$ cat config.mk
export PLATFORM = sky130hd
export DESIGN_NAME = modbus_rtu_response_framer
export DESIGN_NICKNAME = d
export VERILOG_FILES = /design/src/rtl/core/mrf_pkg.sv /design/src/rtl/core/mrf_step.sv /design/src/rtl/core/modbus_rtu_response_framer.sv
export SDC_FILE = /design/constraint.sdc
export NUM_CORES = 1
export LEC_CHECK = 0
export BUFFER_PORTS_ARGS = -buffer_cell sky130_fd_sc_hd__buf_2
export CORE_MARGIN = 1.5
export CORE_UTILIZATION = 66
export CTS_BUF_LIST = sky130_fd_sc_hd__clkbuf_8
export CTS_CLUSTER_SIZE = 20
export DETAILED_ROUTE_END_ITERATION = 8
export PLACE_DENSITY = 0.88
export SYNTH_ARGS = -nofsm -noshare
export SYNTH_HDL_FRONTEND = slang
export SYNTH_SLANG_ARGS = --single-unit
export TNS_END_PERCENT = 30
$ cat constraint.sdc
create_clock -name clk -period 3.7 [get_ports clk]
set_input_delay 0.185 -clock clk [delete_from_list [all_inputs] [get_ports clk]]
set_output_delay 0.185 -clock clk [all_outputs]
set_load 0.01 [all_outputs]
$ cat src/rtl/core/mrf_pkg.sv
// Package for the Modbus RTU response framer: frame state codes, function
// code constants, the shared context and result structs and the CRC-16 byte step.
// No dependencies.
package mrf_pkg;

	localparam logic [3:0] ST_HUNT    = 4'd0;
	localparam logic [3:0] ST_ADDR    = 4'd1;
	localparam logic [3:0] ST_FUNC    = 4'd2;
	localparam logic [3:0] ST_REGHI   = 4'd3;
	localparam logic [3:0] ST_REGLO   = 4'd4;
	localparam logic [3:0] ST_LENHI   = 4'd5;
	localparam logic [3:0] ST_LENLO   = 4'd6;
	localparam logic [3:0] ST_EXCFUNC = 4'd7;
	localparam logic [3:0] ST_EXCCODE = 4'd8;
	localparam logic [3:0] ST_PAYLOAD = 4'd9;
	localparam logic [3:0] ST_LASTPAY = 4'd10;
	localparam logic [3:0] ST_CRCLO   = 4'd11;
	localparam logic [3:0] ST_DONE    = 4'd12;

	localparam logic [7:0] FC_READ_FIRST   = 8'd1;
	localparam logic [7:0] FC_READ_LAST    = 8'd4;
	localparam logic [7:0] FC_WRITE_COIL   = 8'd5;
	localparam logic [7:0] FC_WRITE_REG    = 8'd6;
	localparam logic [7:0] FC_WRITE_COILS  = 8'd15;
	localparam logic [7:0] FC_WRITE_REGS   = 8'd16;

	localparam logic [15:0] CRC_INIT = 16'hFFFF;
	localparam logic [15:0] CRC_POLY = 16'hA001;
	localparam logic [7:0]  DEV_ADDR_RST = 8'd1;

	typedef struct packed {
		logic [3:0]  state;
		logic [15:0] crc;
		logic [7:0]  crc_lo;
		logic [7:0]  pay_left;
		logic [8:0]  pos;
		logic        is_exc;
		logic        is_wr;
	} ctx_t;

	typedef struct packed {
		logic [3:0] frame_state;
		logic [7:0] echo_byte;
		logic [8:0] byte_position;
		logic       in_frame;
		logic       frame_good;
		logic       crc_fail;
		logic       exception_frame;
		logic       write_frame;
	} res_t;

	// One byte through the reflected CRC-16, eight shift steps.
	function automatic logic [15:0] crc_byte(input logic [15:0] crc_in, input logic [7:0] b);
		logic [15:0] c;
		c = crc_in ^ {8'h00, b};
		for (int k = 0; k < 8; k++) begin
			if (c[0]) begin
				c = (c >> 1) ^ CRC_POLY;
			end else begin
				c = c >> 1;
			end
		end
		return c;
	endfunction

endpackage

$ cat src/rtl/core/mrf_step.sv
// Next-state logic of the framer: takes the current context and one byte and
// gives the next context and the result beat. Depends on mrf_pkg.
module mrf_step (
	input  mrf_pkg::ctx_t cur,
	input  logic [7:0]    dev_addr,
	input  logic [7:0]    byte_in,
	output mrf_pkg::ctx_t nxt,
	output mrf_pkg::res_t res
);

	logic       taken;
	logic       good;
	logic       fail;
	logic       data;
	logic [8:0] pos;
	logic       is_rd_code;
	logic       is_wr_code;

	assign is_rd_code = (byte_in >= mrf_pkg::FC_READ_FIRST) && (byte_in <= mrf_pkg::FC_READ_LAST);
	assign is_wr_code = (byte_in == mrf_pkg::FC_WRITE_COIL) || (byte_in == mrf_pkg::FC_WRITE_REG) ||
		(byte_in == mrf_pkg::FC_WRITE_COILS) || (byte_in == mrf_pkg::FC_WRITE_REGS);

	always_comb begin
		nxt   = cur;
		taken = 1'b1;
		good  = 1'b0;
		fail  = 1'b0;
		data  = 1'b1;
		pos   = cur.pos;
		case (cur.state)
			mrf_pkg::ST_ADDR: begin
				nxt.is_exc = 1'b0;
				nxt.is_wr  = 1'b0;
				if (byte_in[7]) begin
					nxt.is_exc = 1'b1;
					nxt.state  = mrf_pkg::ST_EXCFUNC;
				end else if (is_rd_code) begin
					nxt.state = mrf_pkg::ST_FUNC;
				end else if (is_wr_code) begin
					nxt.is_wr = 1'b1;
					nxt.state = mrf_pkg::ST_FUNC;
				end else begin
					nxt.state = mrf_pkg::ST_HUNT;
				end
			end
			mrf_pkg::ST_FUNC: begin
				if (cur.is_wr) begin
					nxt.state = mrf_pkg::ST_REGHI;
				end else begin
					nxt.pay_left = byte_in;
					nxt.state = (byte_in == 8'd0) ? mrf_pkg::ST_LASTPAY : mrf_pkg::ST_PAYLOAD;
				end
			end
			mrf_pkg::ST_REGHI:   nxt.state = mrf_pkg::ST_REGLO;
			mrf_pkg::ST_REGLO:   nxt.state = mrf_pkg::ST_LENHI;
			mrf_pkg::ST_LENHI:   nxt.state = mrf_pkg::ST_LENLO;
			mrf_pkg::ST_EXCFUNC: nxt.state = mrf_pkg::ST_EXCCODE;
			mrf_pkg::ST_PAYLOAD: begin
				nxt.pay_left = cur.pay_left - 8'd1;
				if (cur.pay_left == 8'd1) begin
					nxt.state = mrf_pkg::ST_LASTPAY;
				end
			end
			mrf_pkg::ST_LENLO, mrf_pkg::ST_EXCCODE, mrf_pkg::ST_LASTPAY: begin
				nxt.crc_lo = byte_in;
				data       = 1'b0;
				nxt.state  = mrf_pkg::ST_CRCLO;
			end
			mrf_pkg::ST_CRCLO: begin
				// This byte is the CRC high byte; the low byte was held before.
				data = 1'b0;
				if ((cur.crc_lo == cur.crc[7:0]) && (byte_in == cur.crc[15:8])) begin
					good      = 1'b1;
					nxt.state = mrf_pkg::ST_DONE;
				end else begin
					fail      = 1'b1;
					nxt.state = mrf_pkg::ST_HUNT;
				end
			end
			default: begin
				// Hunt, done and the unused codes all look for the address.
				pos = 9'd0;
				if (byte_in == dev_addr) begin
					nxt.crc    = mrf_pkg::CRC_INIT;
					nxt.is_exc = 1'b0;
					nxt.is_wr  = 1'b0;
					nxt.state  = mrf_pkg::ST_ADDR;
				end else begin
					taken = 1'b0;
					data  = 1'b0;
					if (cur.state != mrf_pkg::ST_DONE) begin
						nxt.state = mrf_pkg::ST_HUNT;
					end
				end
			end
		endcase

		if (data) begin
			nxt.crc = mrf_pkg::crc_byte(nxt.crc, byte_in);
		end
		if (taken) begin
			nxt.pos = pos + 9'd1;
		end

		res.frame_state     = nxt.state;
		res.echo_byte       = byte_in;
		res.byte_position   = pos;
		res.in_frame        = taken;
		res.frame_good      = good;
		res.crc_fail        = fail;
		res.exception_frame = nxt.is_exc;
		res.write_frame     = nxt.is_wr;
	end

endmodule

$ cat src/rtl/core/modbus_rtu_response_framer.sv
// Modbus RTU response framer top level: input register, framing context,
// result register and handshakes. Depends on mrf_pkg and mrf_step.
//
//   channel  direction  handshake            payload
//   rx       in         rx_valid/rx_stall    rx_byte
//   res      out        res_valid/res_stall  frame_state .. write_frame
//   cfg      in         cfg_wr_en            cfg_wr_data (device address)
//
// One byte per cycle sustained while res is not stalled; a beat's result passes from the input
// register through the framing step into the result register, which drives the outputs.
// The framing context is updated as a byte moves from the input register into
// the result register, so consecutive bytes chain through it with no gap.
// arst_n clears the context, the device address (to 1) and both valid flags.
// A stall on res holds the result register; rx is stalled only when the
// input register is full and cannot move forward.
module modbus_rtu_response_framer (
	input  logic       clk,
	input  logic       arst_n,
	input  logic       cfg_wr_en,
	input  logic [7:0] cfg_wr_data,
	input  logic       rx_valid,
	output logic       rx_stall,
	input  logic [7:0] rx_byte,
	output logic       res_valid,
	input  logic       res_stall,
	output logic [3:0] frame_state,
	output logic [7:0] echo_byte,
	output logic [8:0] byte_position,
	output logic       in_frame,
	output logic       frame_good,
	output logic       crc_fail,
	output logic       exception_frame,
	output logic       write_frame
);

	logic          valid_s1;
	logic [7:0]    byte_s1;
	logic          valid_s2;
	mrf_pkg::res_t res_s2;
	mrf_pkg::ctx_t ctx_q;
	logic [7:0]    dev_addr_q;
	mrf_pkg::ctx_t ctx_nxt;
	mrf_pkg::res_t res_nxt;
	logic          adv_s1;
	logic          take_rx;

	assign adv_s1   = valid_s1 && (!valid_s2 || !res_stall);
	assign rx_stall = valid_s1 && !adv_s1;
	assign take_rx  = rx_valid && !rx_stall;

	mrf_step u_step (
		.cur      (ctx_q),
		.dev_addr (dev_addr_q),
		.byte_in  (byte_s1),
		.nxt      (ctx_nxt),
		.res      (res_nxt)
	);

	always_ff @(posedge clk or negedge arst_n) begin
		if (!arst_n) begin
			dev_addr_q <= mrf_pkg::DEV_ADDR_RST;
		end else if (cfg_wr_en) begin
			dev_addr_q <= cfg_wr_data;
		end
	end

	always_ff @(posedge clk or negedge arst_n) begin
		if (!arst_n) begin
			valid_s1 <= 1'b0;
		end else if (take_rx) begin
			valid_s1 <= 1'b1;
		end else if (adv_s1) begin
			valid_s1 <= 1'b0;
		end
	end

	always_ff @(posedge clk) begin
		if (take_rx) begin
			byte_s1 <= rx_byte;
		end
	end

	always_ff @(posedge clk or negedge arst_n) begin
		if (!arst_n) begin
			ctx_q.state    <= mrf_pkg::ST_HUNT;
			ctx_q.crc      <= mrf_pkg::CRC_INIT;
			ctx_q.crc_lo   <= 8'd0;
			ctx_q.pay_left <= 8'd0;
			ctx_q.pos      <= 9'd0;
			ctx_q.is_exc   <= 1'b0;
			ctx_q.is_wr    <= 1'b0;
		end else if (adv_s1) begin
			ctx_q <= ctx_nxt;
		end
	end

	always_ff @(posedge clk or negedge arst_n) begin
		if (!arst_n) begin
			valid_s2 <= 1'b0;
		end else if (adv_s1) begin
			valid_s2 <= 1'b1;
		end else if (!res_stall) begin
			valid_s2 <= 1'b0;
		end
	end

	always_ff @(posedge clk) begin
		if (adv_s1) begin
			res_s2 <= res_nxt;
		end
	end

	assign res_valid       = valid_s2;
	assign frame_state     = res_s2.frame_state;
	assign echo_byte       = res_s2.echo_byte;
	assign byte_position   = res_s2.byte_position;
	assign in_frame        = res_s2.in_frame;
	assign frame_good      = res_s2.frame_good;
	assign crc_fail        = res_s2.crc_fail;
	assign exception_frame = res_s2.exception_frame;
	assign write_frame     = res_s2.write_frame;

	a_good_done: assert property (@(posedge clk) disable iff (!arst_n)
		(res_valid && frame_good) |-> (frame_state == mrf_pkg::ST_DONE && in_frame))
		else $error("good frame beat does not end in done");

	a_fail_hunt: assert property (@(posedge clk) disable iff (!arst_n)
		(res_valid && crc_fail) |-> (frame_state == mrf_pkg::ST_HUNT && !frame_good))
		else $error("crc failure beat does not return to hunt");

	a_idle_pos: assert property (@(posedge clk) disable iff (!arst_n)
		(res_valid && !in_frame) |-> (byte_position == 9'd0))
		else $error("byte outside a frame has a nonzero position");

	a_ctx_moves: assert property (@(posedge clk) disable iff (!arst_n)
		!adv_s1 |=> $stable(ctx_q))
		else $error("framing context changed without a byte");

endmodule
==> summary.txt <==
Synth
  – Post-synthesis cell type count: between 50 and 60
  – Number of warning messages in the yosys log: 0
  – Sequential area share after synthesis: between 50% and 60%
  – Dominant cell type by area after synthesis: sky130_fd_sc_hd__edfxtp_1
  – Count leader, synth: sky130_fd_sc_hd__dfrtp_1
  – Synthesized net count: 442
  – Ys flop type: sky130_fd_sc_hd__dfrtp_1
  – Most numerous cell types in the synthesized netlist: sky130_fd_sc_hd__dfrtp_1, sky130_fd_sc_hd__edfxtp_1, sky130_fd_sc_hd__xnor2_1
  – Share of synthesized registers carrying an async set or reset: a little over three fifths
  – Top cells by area, synth: sky130_fd_sc_hd__edfxtp_1, sky130_fd_sc_hd__dfrtp_1, sky130_fd_sc_hd__dfstp_2, sky130_fd_sc_hd__mux2_2, sky130_fd_sc_hd__xnor2_1
  – Synthesized instance count: ~420
  – Average instance area after synthesis: ~11 um2
  – Flops & latches, synth: between 90 and 100
  – Combined area of all synthesized cells: 4761 um2
  – Area share of the leading cell type in the synthesized netlist: between 20% and 30%
  – Number of enable flip-flop cells after synthesis: 34

Floorplanning
  – Standard-cell row count: 30
  – Starting utilization of the core area: between 60 and 70%
  – Number of placed I/O pins: between 40 and 50
  – Die Outline Area: around 7700 um2
  – Placeable core region: between 6000 and 7000 um2
  – Die boundary height: roughly 88 um
  – Horizontal die dimension: approximately 88 um

Clocking
  – Clock buffer count from CTS: 9
  – Max Buffers Root-to-Sink: 2
  – Master cell of the clock root buffer: sky130_fd_sc_hd__clkbuf_8
  – Post-cts sizing count: 0
  – Clock Latency Late Sink: around 0.37 ns
  – H-Tree Depth: 3
  – Register clock-pin slew on the reported worst setup and hold paths: 0.09 ns
  – CTS Sinks: 91
  – TritonCTS clock tree: done

Drt
  – Detailed-routing iteration count for the pre-antenna-repair pass: 6
  – Wire length reported by the detailed router: roughly 10000 um
  – DRT iter0 DRCs: around 250
  – DR vias: between 3000 and 4000
  – Wire length per cell after detailed routing: between 15 and 20 um
  – DRC errors left: 0
  – Antenna-violating nets left: 0
  – Via density per instance: around 6.0

GRT
  – Initial antenna violation count: 0
  – Met1 demand-to-capacity share in global routing: roughly two fifths
  – Highest-utilization routing layer at the global route stage: met2
  – Global routing met2 resource utilization: ~46%
  – Pin count of the biggest net entering global routing: a little over 40
  – Residual overflow from global routing: 0
  – Global-route usage over all layers: just under 30%
  – Vias in the first global route: between 3000 and 4000
  – Met3 capacity usage during global routing: under 10%
  – Global-route wire length before repair: about 17000 um

Timing
  – Post-layout minimum cycle time: ~2.9 ns
  – Slew at the pin closest to its max-slew limit: roughly 0.74 ns
  – Period utilization: 78.28%
  – Clk_skew: roughly 0.010 ns
  – Endpoints failing hold: 0
  – Sum of negative setup slack: 0 ns
  – Final setup viols: 0
  – Final Slew Violations: 0
  – Achievable frequency: around 350 MHz
  – Max-slew headroom at the worst pin: between 50% and 60%
  – RSZ-0062 raised after global routing: false

Run
  – Count of max-cap constraint violations: 0

Pwr
  – Logic pwr share: between 40 and 50%
  – Switch share: ~38%
  – Leakage power figure: roughly 2.2 nW
  – Power per cell area: just over 800 nW/um2
  – Clk network pwr share: between 10% and 20%
  – Total Power: around 4.3 mW
  – Sequential group share of total power: between 40% and 50%
  – Maximum resistive drop on vdd: 0.0004186 V
  – Power dissipated by switching net loads: between 1.5 and 2 mW
  – Cell Int Power: roughly 2.7 mW

Layout
  – Area Overhead vs Synth: 11.35%
  – Nets: between 400 and 500
  – Number of standard cells in the layout, taps in and fillers out: 567
  – Number of diodes added for antenna fixing: 0
  – Fill cell total of the finished layout: approximately 430
  – Share of final-layout standard cells stronger than drive strength 1: a little over a quarter
  – Cell area after layout: 5301 um2

Critical path
  – Largest fanout on the critical path: 16
  – Slowest CP cell: sky130_fd_sc_hd__edfxtp_1
  – Required time at the endpoint of the critical path: 4.00 ns
  – Cell-by-cell trace of the critical path: xor2_1, nor4_4, nand2_2, a221o_1, a31oi_4, mux2_2
  – Start-to-end type of the worst setup path: reg -> reg
  – Worst Path Arrival: about 3.2 ns
  – Kind of start point of the critical path: flip-flop
  – Endpoint type of the worst setup path: flip-flop
  – Maximum cell stage delay along the critical path: 0.73 ns

Outcome
  – Status: finished clean

Placement
  – Input/output buffers: 48
  – Final weighted congestion in routability-driven placement: slightly above 0.9
  – Area of placed instances: about 5000 um2
  – Post-detailed-placement half-perimeter wirelength: ~6700 um
  – Total placed cells including tap cells: 542

Hold path
  – Worst min-delay path class: in -> reg
-- logic make-up (layout without fill, tap and decap cells) --
group / after synthesis / count (layout) / share of synthesized area [%]
buffers and inverters: 39 / 92 / 3.810
AOI/OAI and AO/OA: 77 / 77 / 10.75
DFF: 91 / 91 / 51.85
xor gates and xnor gates: 61 / 61 / 12.09
muxes: 33 / 33 / 8.173
and+or+nand+nor: 114 / 114 / 12.54
adders and majority gates: 3 / 3 / 0.7885
-- critical path, delay by kind of cell, from the launching register on --
family	cells	cell delay (ns)
flops	1	0.73
mux	1	0.41
xor+xnor	1	0.21
compound gates	2	0.91
simple gates	2	0.56
-- cell usage in the layout (no fill, tap or decap), types with 9 or more instances in the layout --
master                          netlist  layout
sky130_fd_sc_hd__nor2_1              29      29
sky130_fd_sc_hd__dfrtp_1             40      40
sky130_fd_sc_hd__inv_1               14      14
sky130_fd_sc_hd__nor3_1              11      11
sky130_fd_sc_hd__dfstp_2             17      17
sky130_fd_sc_hd__dlygate4sd3_1        0       9
sky130_fd_sc_hd__edfxtp_1            34      34
sky130_fd_sc_hd__mux2_2              27      27
sky130_fd_sc_hd__xnor2_1             33      33
sky130_fd_sc_hd__nand2_1             24      24
sky130_fd_sc_hd__clkbuf_8             0      10
sky130_fd_sc_hd__a21oi_1             18      18
sky130_fd_sc_hd__xor2_1              25      25
sky130_fd_sc_hd__o21ai_0             24      24
sky130_fd_sc_hd__buf_2                3      48
-- flip-flops by register name, indices dropped and copies added (netlist names), 4 cells and up --
register	flops
byte_position	9
echo_byte	8
dev_addr_q	8
byte_s1	8
frame_state	4
ctx_q	47
-- power groups by stage --
stage / registers [mW] / clock network [mW] / logic, mW
floorplan: 1.69 / 0 / 1.56
global placement: 1.79 / 0 / 1.75
detailed placement: 1.82 / 0 / 1.82
CTS: 1.80 / 0.646 / 1.84
global route: 1.85 / 0.690 / 2.03
finish: 1.81 / 0.646 / 1.85
-- per-stage QoR --
step,hold slack [ns],util (%),setup slack [ns]
3_5_place_dp,0.1550,73.22,0.7687
6_report,0.03240,77.18,0.8037
5_1_grt,0.02845,77.18,0.6158
3_3_place_gp,0.1384,73.22,0.7947
4_1_cts,0.01589,77.18,0.7744
2_1_floorplan,-0.1106,-,1.236
-- cell type report --
type                            count  area [um2]  share of cell area, %
Sequential cell                    91        2469                  46.57
Inverter                           14       52.55                 0.9913
Clock inverter                      6       43.79                 0.8261
Tap cell                           96       120.1                  2.266
Timing Repair Buffer               62       367.9                  6.939
Clock buffer                       10       137.6                  2.596
Multi-Input combinational cell    288        2111                  39.82
-- repair_timing --
| action | in CTS | in global routing |
|---|---|---|
| hold buffers | 9 | 0 |
| hold endpoints to repair | 25 | 0 |
| buffers inserted | 0 | 0 |
-- worst paths after layout --
path | startpoint | to | slack (ns) | cells past startpoint
max reg2reg | byte_s1[1] | ctx_q[42] | 0.80 | 6
max in group asynchronous | arst_n | ctx_q[42] | 2.53 | 3
min reg2reg | ctx_q[7] | ctx_q[7] | 0.51 | 1
min in group asynchronous | arst_n | ctx_q[18] | 0.29 | 2
max | byte_s1[1] | ctx_q[42] | 0.80 | 6
min | rx_valid | valid_s1 | 0.03 | 2
-- layer usage --
layer / share of wire, % / wire length (um)
met5: 0 / 0
met4: 2.2 / 229
met3: 6.2 / 640
met2: 49 / 5091
met1: 42 / 4383
Power figures use the tool's default switching activity.
